$ cat src/rtl/core/utd_pkg.sv
// Package: item types, queue entry type and lead-byte decoding shared by the decoder modules.
package utd_pkg;

  // One input item: a raw byte of the UTF-8 string and its end-of-string mark.
  typedef struct packed {
    logic [7:0] byte_value;
    logic       last_byte;
  } in_item_t;

  // One result item: a UTF-16 code unit or the closing terminator.
  typedef struct packed {
    logic [15:0] code_unit;
    logic        is_terminator;
  } out_item_t;

  // Work handed from the front to the back: an optional character and an optional terminator.
  typedef struct packed {
    logic        emit;
    logic [15:0] unit;
    logic        last;
  } utd_entry_t;

  // Outcome of decoding a byte as a lead byte.
  typedef struct packed {
    logic        single;
    logic [15:0] value;
    logic [2:0]  remaining;
  } lead_info_t;

  localparam logic [1:0] CONT_TAG  = 2'b10;
  localparam logic [7:0] MASK_CONT = 8'h3f;

  // Classify a lead byte and extract its payload bits.
  function automatic lead_info_t decode_lead(input logic [7:0] b);
    lead_info_t info;
    info = '0;
    unique casez (b)
      8'b0???_????: begin
        info.single = 1'b1;
        info.value  = {8'h00, b};
      end
      8'b110?_????: begin
        info.value     = {11'h000, b[4:0]};
        info.remaining = 3'd1;
      end
      8'b1110_????: begin
        info.value     = {12'h000, b[3:0]};
        info.remaining = 3'd2;
      end
      8'b1111_0???: begin
        info.value     = {13'h0000, b[2:0]};
        info.remaining = 3'd3;
      end
      8'b1111_10??: begin
        info.value     = {14'h0000, b[1:0]};
        info.remaining = 3'd4;
      end
      8'b1111_110?: begin
        info.value     = {15'h0000, b[0]};
        info.remaining = 3'd5;
      end
      default: begin
        info = '0;
      end
    endcase
    return info;
  endfunction

endpackage

$ cat src/rtl/core/utd_front.sv
// Front end: accepts bytes, tracks the pending sequence and queues the work each byte causes.
module utd_front (
  input  logic               clk,
  input  logic               rst,
  input  logic               in_valid,
  input  utd_pkg::in_item_t  in_item,
  input  logic               queue_full,
  output logic               in_stall,
  output logic               push,
  output utd_pkg::utd_entry_t push_entry
);
  import utd_pkg::*;

  logic [15:0] partial_value;
  logic [15:0] partial_value_next;
  logic [2:0]  bytes_remaining;
  logic [2:0]  bytes_remaining_next;
  logic        accept;
  logic        is_cont;
  logic [15:0] acc;
  logic [2:0]  rem_dec;
  lead_info_t  lead;
  logic        emit;
  logic [15:0] unit;

  assign in_stall = queue_full;
  assign accept   = in_valid && !queue_full;
  assign is_cont  = (in_item.byte_value[7:6] == CONT_TAG);
  assign acc      = {partial_value[9:0], in_item.byte_value[5:0] & MASK_CONT[5:0]};
  assign rem_dec  = bytes_remaining - 3'd1;
  assign lead     = decode_lead(in_item.byte_value);

  always_comb begin
    emit                 = 1'b0;
    unit                 = '0;
    partial_value_next   = partial_value;
    bytes_remaining_next = bytes_remaining;
    if ((bytes_remaining != 3'd0) && is_cont) begin
      bytes_remaining_next = rem_dec;
      if (rem_dec == 3'd0) begin
        emit               = 1'b1;
        unit               = acc;
        partial_value_next = '0;
      end else begin
        partial_value_next = acc;
      end
    end else begin
      // A new lead, including the case where a broken sequence is abandoned.
      emit                 = lead.single;
      unit                 = lead.value;
      partial_value_next   = lead.single ? 16'h0000 : lead.value;
      bytes_remaining_next = lead.remaining;
    end
    if (in_item.last_byte) begin
      partial_value_next   = '0;
      bytes_remaining_next = '0;
    end
  end

  assign push            = accept && (emit || in_item.last_byte);
  assign push_entry.emit = emit;
  assign push_entry.unit = unit;
  assign push_entry.last = in_item.last_byte;

  always_ff @(posedge clk) begin
    if (rst) begin
      partial_value   <= '0;
      bytes_remaining <= '0;
    end else if (accept) begin
      partial_value   <= partial_value_next;
      bytes_remaining <= bytes_remaining_next;
    end
  end

endmodule

$ cat src/rtl/core/utd_queue.sv
// Short first-in first-out queue of work entries between the front and the back.
module utd_queue #(
  parameter int DEPTH = 4
) (
  input  logic                clk,
  input  logic                rst,
  input  logic                push,
  input  utd_pkg::utd_entry_t push_entry,
  input  logic                pop,
  output logic                full,
  output logic                not_empty,
  output utd_pkg::utd_entry_t head
);
  import utd_pkg::*;

  localparam int PTR_W = (DEPTH > 1) ? $clog2(DEPTH) : 1;
  localparam int CNT_W = $clog2(DEPTH + 1);

  utd_entry_t       entries [DEPTH];
  logic [PTR_W-1:0] wr_ptr;
  logic [PTR_W-1:0] rd_ptr;
  logic [CNT_W-1:0] count;
  logic             do_push;
  logic             do_pop;

  assign full      = (count == CNT_W'(DEPTH));
  assign not_empty = (count != '0);
  assign head      = entries[rd_ptr];
  assign do_push   = push && !full;
  assign do_pop    = pop && not_empty;

  always_ff @(posedge clk) begin
    if (do_push) begin
      entries[wr_ptr] <= push_entry;
    end
  end

  always_ff @(posedge clk) begin
    if (rst) begin
      wr_ptr <= '0;
      rd_ptr <= '0;
      count  <= '0;
    end else begin
      if (do_push) begin
        wr_ptr <= (wr_ptr == PTR_W'(DEPTH - 1)) ? '0 : wr_ptr + PTR_W'(1);
      end
      if (do_pop) begin
        rd_ptr <= (rd_ptr == PTR_W'(DEPTH - 1)) ? '0 : rd_ptr + PTR_W'(1);
      end
      if (do_push && !do_pop) begin
        count <= count + CNT_W'(1);
      end else if (do_pop && !do_push) begin
        count <= count - CNT_W'(1);
      end
    end
  end

endmodule

$ cat src/rtl/core/utd_back.sv
// Back end: turns queued work into result items through a registered output stage.
module utd_back (
  input  logic                clk,
  input  logic                rst,
  input  logic                not_empty,
  input  utd_pkg::utd_entry_t head,
  output logic                pop,
  output logic                out_valid,
  input  logic                out_stall,
  output utd_pkg::out_item_t  out_item
);
  import utd_pkg::*;

  logic can_load;
  logic term_phase;
  logic send_unit;

  assign can_load  = !out_valid || !out_stall;
  // The character goes out first; the terminator of the same entry follows.
  assign send_unit = head.emit && !term_phase;
  assign pop       = can_load && not_empty && !(send_unit && head.last);

  always_ff @(posedge clk) begin
    if (rst) begin
      out_valid  <= 1'b0;
      term_phase <= 1'b0;
    end else if (can_load) begin
      out_valid <= not_empty;
      if (not_empty) begin
        term_phase <= send_unit && head.last;
      end
    end
  end

  always_ff @(posedge clk) begin
    if (can_load && not_empty) begin
      out_item.code_unit     <= send_unit ? head.unit : 16'h0000;
      out_item.is_terminator <= !send_unit;
    end
  end

endmodule

$ cat src/rtl/core/utf8_to_utf16_decoder_core.sv
// Top level: streaming UTF-8 to UTF-16 decoder built from a front end, a queue and a back end.
// The decoder takes one UTF-8 byte per item and gives one 16-bit code unit for each completed
// character, keeping only the low 16 bits of forms up to six bytes long. Invalid lead bytes are
// dropped silently; a byte that breaks a pending sequence abandons it and is decoded afresh as a
// lead. After the byte marked last, any pending sequence is discarded and a zero item with
// is_terminator set closes the string. A byte is accepted every cycle while the queue has room;
// the output stage delivers one result item per cycle while out_stall is low, so a byte that
// both completes a character and ends the string gives two result items, and the QUEUE_DEPTH
// entries between the front and the back absorb such bursts and stalls from the receiving side.
// An accepted byte passes through the queue and then the registered output stage.
module utf8_to_utf16_decoder_core #(
  parameter int QUEUE_DEPTH = 4
) (
  input  logic               clk,
  input  logic               rst,
  input  logic               in_valid,
  output logic               in_stall,
  input  utd_pkg::in_item_t  in_item,
  output logic               out_valid,
  input  logic               out_stall,
  output utd_pkg::out_item_t out_item
);
  import utd_pkg::*;

  // Handshake between the front end and the queue.
  logic       push;
  utd_entry_t push_entry;
  logic       queue_full;

  // Handshake between the queue and the back end.
  logic       pop;
  logic       not_empty;
  utd_entry_t head;

  // The front end owns the decoding state and stalls only when the queue is full.
  utd_front u_front (
    .clk        (clk),
    .rst        (rst),
    .in_valid   (in_valid),
    .in_item    (in_item),
    .queue_full (queue_full),
    .in_stall   (in_stall),
    .push       (push),
    .push_entry (push_entry)
  );

  utd_queue #(
    .DEPTH (QUEUE_DEPTH)
  ) u_queue (
    .clk        (clk),
    .rst        (rst),
    .push       (push),
    .push_entry (push_entry),
    .pop        (pop),
    .full       (queue_full),
    .not_empty  (not_empty),
    .head       (head)
  );

  // The back end drains entries, splitting a character-plus-terminator entry into two items.
  utd_back u_back (
    .clk       (clk),
    .rst       (rst),
    .not_empty (not_empty),
    .head      (head),
    .pop       (pop),
    .out_valid (out_valid),
    .out_stall (out_stall),
    .out_item  (out_item)
  );

endmodule

$ cat config.mk
export PLATFORM = sky130hd
export DESIGN_NAME = utf8_to_utf16_decoder_core
export DESIGN_NICKNAME = d
export VERILOG_FILES = /design/src/rtl/core/utd_pkg.sv /design/src/rtl/core/utd_front.sv /design/src/rtl/core/utd_queue.sv /design/src/rtl/core/utd_back.sv /design/src/rtl/core/utf8_to_utf16_decoder_core.sv
export SDC_FILE = /design/constraint.sdc
export NUM_CORES = 1
export LEC_CHECK = 0
export BUFFER_PORTS_ARGS = -buffer_cell sky130_fd_sc_hd__buf_2
export CAP_MARGIN = 10
export CORE_ASPECT_RATIO = 0.9
export CORE_MARGIN = 1.5
export CORE_UTILIZATION = 52
export CTS_CLUSTER_SIZE = 10
export DETAILED_ROUTE_END_ITERATION = 8
export PLACE_DENSITY = 0.7
export SLEW_MARGIN = 25
export SYNTH_ARGS = -nofsm -noshare
export SYNTH_HDL_FRONTEND = slang
export SYNTH_SLANG_ARGS = --single-unit
$ cat constraint.sdc
create_clock -name clk -period 5.6 [get_ports clk]
set_input_delay 0.56 -clock clk [delete_from_list [all_inputs] [get_ports clk]]
set_output_delay 0.56 -clock clk [all_outputs]
set_load 0.005 [all_outputs]
==> results of run 1 <==
## worst paths after layout
path | endpoint | slack (ns) | startpoint | cells after the start
worst max register to register | u_queue.count[2] | 2.35 | register | 10
worst max-delay path | u_queue.count[2] | 2.35 | register | 10
worst min-delay path | u_queue.entries[0][0] | 0.32 | in_item[0] | 1
worst min register to register | u_front.partial_value[8] | 0.45 | u_front.partial_value[8] | 2
## state kept, by name, summed over array words and instances (netlist names), named ones only
name and count:
u_queue.wr_ptr 2, u_back.term_phase 1, u_queue.rd_ptr 2, u_back.out_item 17, u_front.bytes_remaining 3, u_queue.count 3, u_front.partial_value 10, u_queue.entries 72
u_back.out_valid 1
## metal layers
layer  vias up  track usage  wire length [um]  part of all wire
met5         -            0                 0                 0
met4         0       0.0766               134             0.015
met3        12       0.0770               423             0.048
met2        83        0.319              4350              0.49
met1      1317        0.276              3890              0.44
li1       1229            -                 -                 -
## layout make-up
type / count / area (um^2)
repair buffers: 33 / 170
inverters: 11 / 41.3
clock inverters: 12 / 119
flip-flops and latches: 113 / 3150
well taps: 119 / 149
clock buffers: 19 / 422
fillers: 630 / 3180
multi-input cells: 168 / 1410
## worst reg2reg max path, delay by kind of cell (launching register included)
kind / cells / cell delay, ns
buffers and inverters: 2 / 0.40
xor gates and xnor gates: 1 / 0.17
DFF: 1 / 0.75
and+or+nand+nor: 2 / 0.55
AOI/OAI and AO/OA: 3 / 0.68
adders and majority gates: 2 / 0.61
## kinds of logic (layout without fill, tap and decap cells)
| kind of cell | count (synthesis) | count (layout) | share of synthesized area |
|---|---|---|---|
| flops | 113 | 113 | 0.677 |
| xor+xnor | 2 | 2 | 0.00376 |
| mux | 24 | 24 | 0.0997 |
| buf+inv | 24 | 75 | 0.0228 |
| compound gates | 38 | 38 | 0.0575 |
| simple gates | 94 | 94 | 0.111 |
| fa+ha+maj | 10 | 10 | 0.0285 |
## synthesized netlist by cell type (2+ instances only)
cell / n
edfxtp_1: 89
dfxtp_1: 24
nand2_1: 23
a21oi_1: 19
mux4_2: 17
nor2b_1: 15
and3_1: 13
inv_1: 11
and2_1: 9
ha_1: 9
clkbuf_1: 7
nand3_1: 7
nor2_1: 6
o211ai_1: 6
and2b_1: 5
buf_2: 4
mux2i_1: 4
nand2b_1: 4
nor3_1: 4
o21ai_0: 4
a21boi_0: 3
mux2_4: 2
nand4_1: 2
xor2_1: 2
## stage by stage
stage / cell area, um^2 / std cells
floorplan: 4660 / 305
global placement: 4920 / 444
detailed placement: 4920 / 444
CTS: 5460 / 475
global route: 5460 / 475
finish: 5460 / 475
## report_power, final
part / internal, mW / leakage [nW] / switching, mW
clock: 0.622 / 0.260 / 0.350
sequential: 1.07 / 1.00 / 0.0793
combinational: 0.265 / 0.688 / 0.267
total: 1.96 / 1.95 / 0.696
==> impl_metrics.yaml, run 1 <==
placement:
  pre_cts_slack_ns: 2.28
  io_buffers: 31
  hpwl_um: 5510
  gp_congestion: 0.783
route:
  drt-total-wl_um: 8800
  vias_per_cell: 5.56
  drtIter0Drc: 168
  drcViolationCount: 0
  drt_pass1_iterations: 5
  routedWlPerCell_um: 18.5
  ant_nets: 0
  vias: 2641
cts:
  h-tree-depth: 4
  cts_buffers: 17
  clock_latency_ns: 0.51
  postCtsSetupBuffers: 0
  clockRootBuffer: "clkbuf_8"
  cts_resized: 0
  clock_sinks: 113
  cts_hold_buffers: 0
  clk_pin_slew_ns: 0.05
  cts_tree: "built"
  clock_path_buffers: 2
sta:
  fin_setup_tns_ns: 0
  timing.final.ws_setup_ns: 2.35
  worst_pin_slew_ns: 1.01
  rsz0062_at_grt: "false"
  slew_headroom: 0.324
  setup_violations: 0
  clock.fmax_mhz: 308
  finalHoldViolations: 0
  finClkSkew_ns: 0.00489
  period_needed_ns: 3.25
  report.final.slew_viol_count: 0
  timing.final.crit_share: 0.580
  whs_ns: 0.317
worst_setup_path:
  cp_slowest_cell: "dfxtp_1"
  critPathTopFamily: "flip-flops"
  arrival_ns: 3.68
  critPathLaunchType: "register"
  critPathMaxStageDelay_ns: 0.75
  cp-end-kind: "register"
  path_buf_inv: 2
  crit_fanout: 19
  crit_type: "register to register"
  worst_ep_required_time_ns: 6.04
  cp_cell_sequence: "buf_4 > nor2b_1 > a22oi_4 > o21ai_2 > ha_1 > inv_1 > fa_1 > xor2_1 > or3_1 > a21oi_1"
global_route:
  grt_usage: 0.209
  overflow: 0
  grt_pass1_wl_um: 14000
  grt_max_degree: 23
  grt_pass1_vias: 2647
  antenna_found_initial: 0
floorplan:
  core-area_um2: 8650
  rows: 32
  fp.dieH_um: 92.8
  die_x_um: 103
  io_pins: 32
  initial_core_util: 0.539
  die-area_um2: 9540
synth:
  synth_seq_area_share: 0.677
  syn_inst: 305
  syn_nets: 328
  synth_edf_count: 89
  ys_warn_count: 0
  synth_cell_types: 40
  synth_area_per_cell_um2: 15.3
  ys_ff_latch: 113
  yosys.area.top_type_share: 0.574
  synth_ff_type: "edfxtp_1"
  async_reset_ff_frac: 0
  synth_area_leader_cell: "edfxtp_1"
  yosys-top-cells-area: "edfxtp_1, dfxtp_1, mux4_2"
  synth_area_um2: 4660
finish:
  area_delta_synth_final_pct: 17.3
  mostFrequentLayoutCells: "edfxtp_1, buf_2, dfxtp_1, nand2_1, a21oi_1"
  layout.nets: 367
  final_common_cell: "edfxtp_1"
  n_antenna_cell: 0
  layout-drive-gt1-share: 0.236
  utilization: 0.632
power:
  irDropWorstVdd_mv: 0.213
  power.density_nw_per_um2: 486
  p_total_mw: 2.65
  p_leak_nw: 1.95
status:
  status: "finished clean"
job:
  maxCapViolCount: 0
worst_hold_path:
  min_path_type: "input port to register"
Power figures use the tool's default switching activity.
==> run 2, diff against run 1 <==
Settings changed: PLACE_DENSITY 0.7 to 0.73.
Clock period 5.6 ns to 2.8 ns, I/O delays scaled along.
==> impl_metrics.yaml, run 2 (synthesis gave the netlist of run 1 again) <==
sta:
  finalHoldViolations: 0
  clock.fmax_mhz: 383
  rsz0062_at_grt: "false"
  fin_setup_tns_ns: 0
  slew_headroom: 0.582
  period_needed_ns: 2.61
  worst_pin_slew_ns: 0.627
  timing.final.crit_share: 0.932
  whs_ns: 0.0331
  timing.final.ws_setup_ns: 0.190
  finClkSkew_ns: 0.00746
  setup_violations: 0
  report.final.slew_viol_count: 0
finish:
  final_common_cell: "edfxtp_1"
  area_delta_synth_final_pct: 20.4
  largestRegisters: "u_queue.entries: 72 flops, u_back.out_item: 17 flops, u_front.partial_value: 10 flops"
  utilization: 0.648
  largest-register: "u_queue.entries"
  mostFrequentLayoutCells: "edfxtp_1, buf_2, nand2_1, dfxtp_1, a21oi_1"
  n_antenna_cell: 0
  layout-drive-gt1-share: 0.281
  layout.nets: 378
  fill_cells: 629
  largest_reg_flops: 72
status:
  status: "finished clean"
global_route:
  grt_max_degree: 23
  grt_usage: 0.205
  grt_pass1_wl_um: 13900
  overflow: 0
  grt_pass1_vias: 2582
  antenna_found_initial: 0
worst_setup_path:
  cp-end-kind: "register"
  timing.rr.start: "u_front.bytes_remaining[0]"
  worst_ep_required_time_ns: 3.24
  reg2reg_to: "u_queue.count[2]"
  r2r_slack_ns: 0.19
  reg2reg_depth: 11
  critPathLaunchType: "register"
  arrival_ns: 3.05
  cp_slowest_cell: "fa_1"
  crit_fanout: 4
  cp_cell_sequence: "inv_1 > ha_1 > ha_1 > nor4bb_4 > o211a_1 > ha_4 > inv_1 > fa_1 > xor2_1 > or3_1 > a21oi_1"
  crit_type: "register to register"
  critPathMaxStageDelay_ns: 0.37
cts:
  clock_path_buffers: 2
  clk_pin_slew_ns: 0.06
  h-tree-depth: 4
  clock_latency_ns: 0.51
  cts_buffers: 17
  cts_tree: "built"
  postCtsSetupBuffers: 0
  clockRootBuffer: "clkbuf_8"
  clock_sinks: 113
route:
  drcViolationCount: 0
  vias_per_cell: 5.54
  drtIter0Drc: 242
  ant_nets: 0
  drt-total-wl_um: 8650
  routedWlPerCell_um: 17.8
  drt_pass1_iterations: 4
  vias: 2691
power:
  power.density_nw_per_um2: 980
  p_leak_nw: 2.05
  irDropWorstVdd_mv: 0.468
  p_total_mw: 5.50
worst_hold_path:
  min_path_type: "input port to register"
  hold_depth: 1
  hold_end: "u_queue.entries[0][0]"
  worstHoldStart: "in_item[0]"
placement:
  pre_cts_slack_ns: 0.0822
  gp_congestion: 0.838
  io_buffers: 31
  hpwl_um: 5340
floorplan:
  fp.dieH_um: 92.8
  io_pins: 32
  initial_core_util: 0.539
  core-area_um2: 8650
  die_x_um: 103
  rows: 32
  die-area_um2: 9540
job:
  maxCapViolCount: 0
-- run 2: cell types whose count changed in the layout (fill, tap and decap cells not counted), sizes merged --
cell      delta
clkinvlp     -1
clkbuf       -2
clkinv       +1
inv          +1
buf         +11
bufinv       +1
-- run 2: layout make-up --
type / instances / area [um^2] / share of cell area
Clock inverter: 14 / 166 / 0.0297
Clock buffer: 17 / 414 / 0.0739
Timing Repair Buffer: 44 / 253 / 0.0451
Sequential cell: 113 / 3150 / 0.562
Multi-Input combinational cell: 168 / 1430 / 0.255
Inverter: 11 / 41.3 / 0.00736
Tap cell: 119 / 149 / 0.0266
-- run 2: worst max-delay path, delay by kind of cell, from the launching register on --
kind	cells	cell delay, ns
buf+inv	2	0.10
flops	1	0.35
simple gates	2	0.58
compound gates	2	0.38
xor+xnor	1	0.18
fa+ha+maj	4	0.93
-- run 2: routing by layer --
| layer | vias to the layer above | GRT usage | part of all wire |
|---|---|---|---|
| met1 | 1336 | 0.282 | 0.45 |
| li1 | 1247 | - | - |
| met3 | 9 | 0.0589 | 0.051 |
| met2 | 99 | 0.310 | 0.49 |
| met5 | - | 0 | 0 |
| met4 | 0 | 0.0822 | 0.0096 |
-- run 2: stage by stage --
stage	instance area (um^2)	std cells
final	5610	486
after global routing	5610	486
after CTS	5590	486
after detailed placement	5000	455
after global placement	5000	455
after floorplan	4660	305
-- run 2: how the worst max path moves through the flow --
stage,start,end,slack (ns),cells past startpoint
CTS,u_front.bytes_remaining[0],u_queue.count[2],0.09,11
global placement,u_front.bytes_remaining[0],u_queue.count[2],0.25,11
finish,u_front.bytes_remaining[0],u_queue.count[2],0.19,11
global route,u_front.bytes_remaining[0],u_queue.count[2],0.04,11
detailed placement,u_front.bytes_remaining[0],u_queue.count[2],0.08,11
floorplan,u_front.bytes_remaining[0],u_queue.count[2],0.06,12
-- run 2: power by group --
group,internal (mW),total (mW),switching (mW)
clock network,1.35,2.07,0.727
registers,2.14,2.24,0.102
logic,0.586,1.19,0.602
total,4.07,5.50,1.43
-- run 2: repair_timing --
action | in CTS | in global routing
endpoints found under the hold margin | 0 | 0
setup endpoints to repair | 0 | 1
hold buffers | 0 | 0
resized for setup | 0 | 4
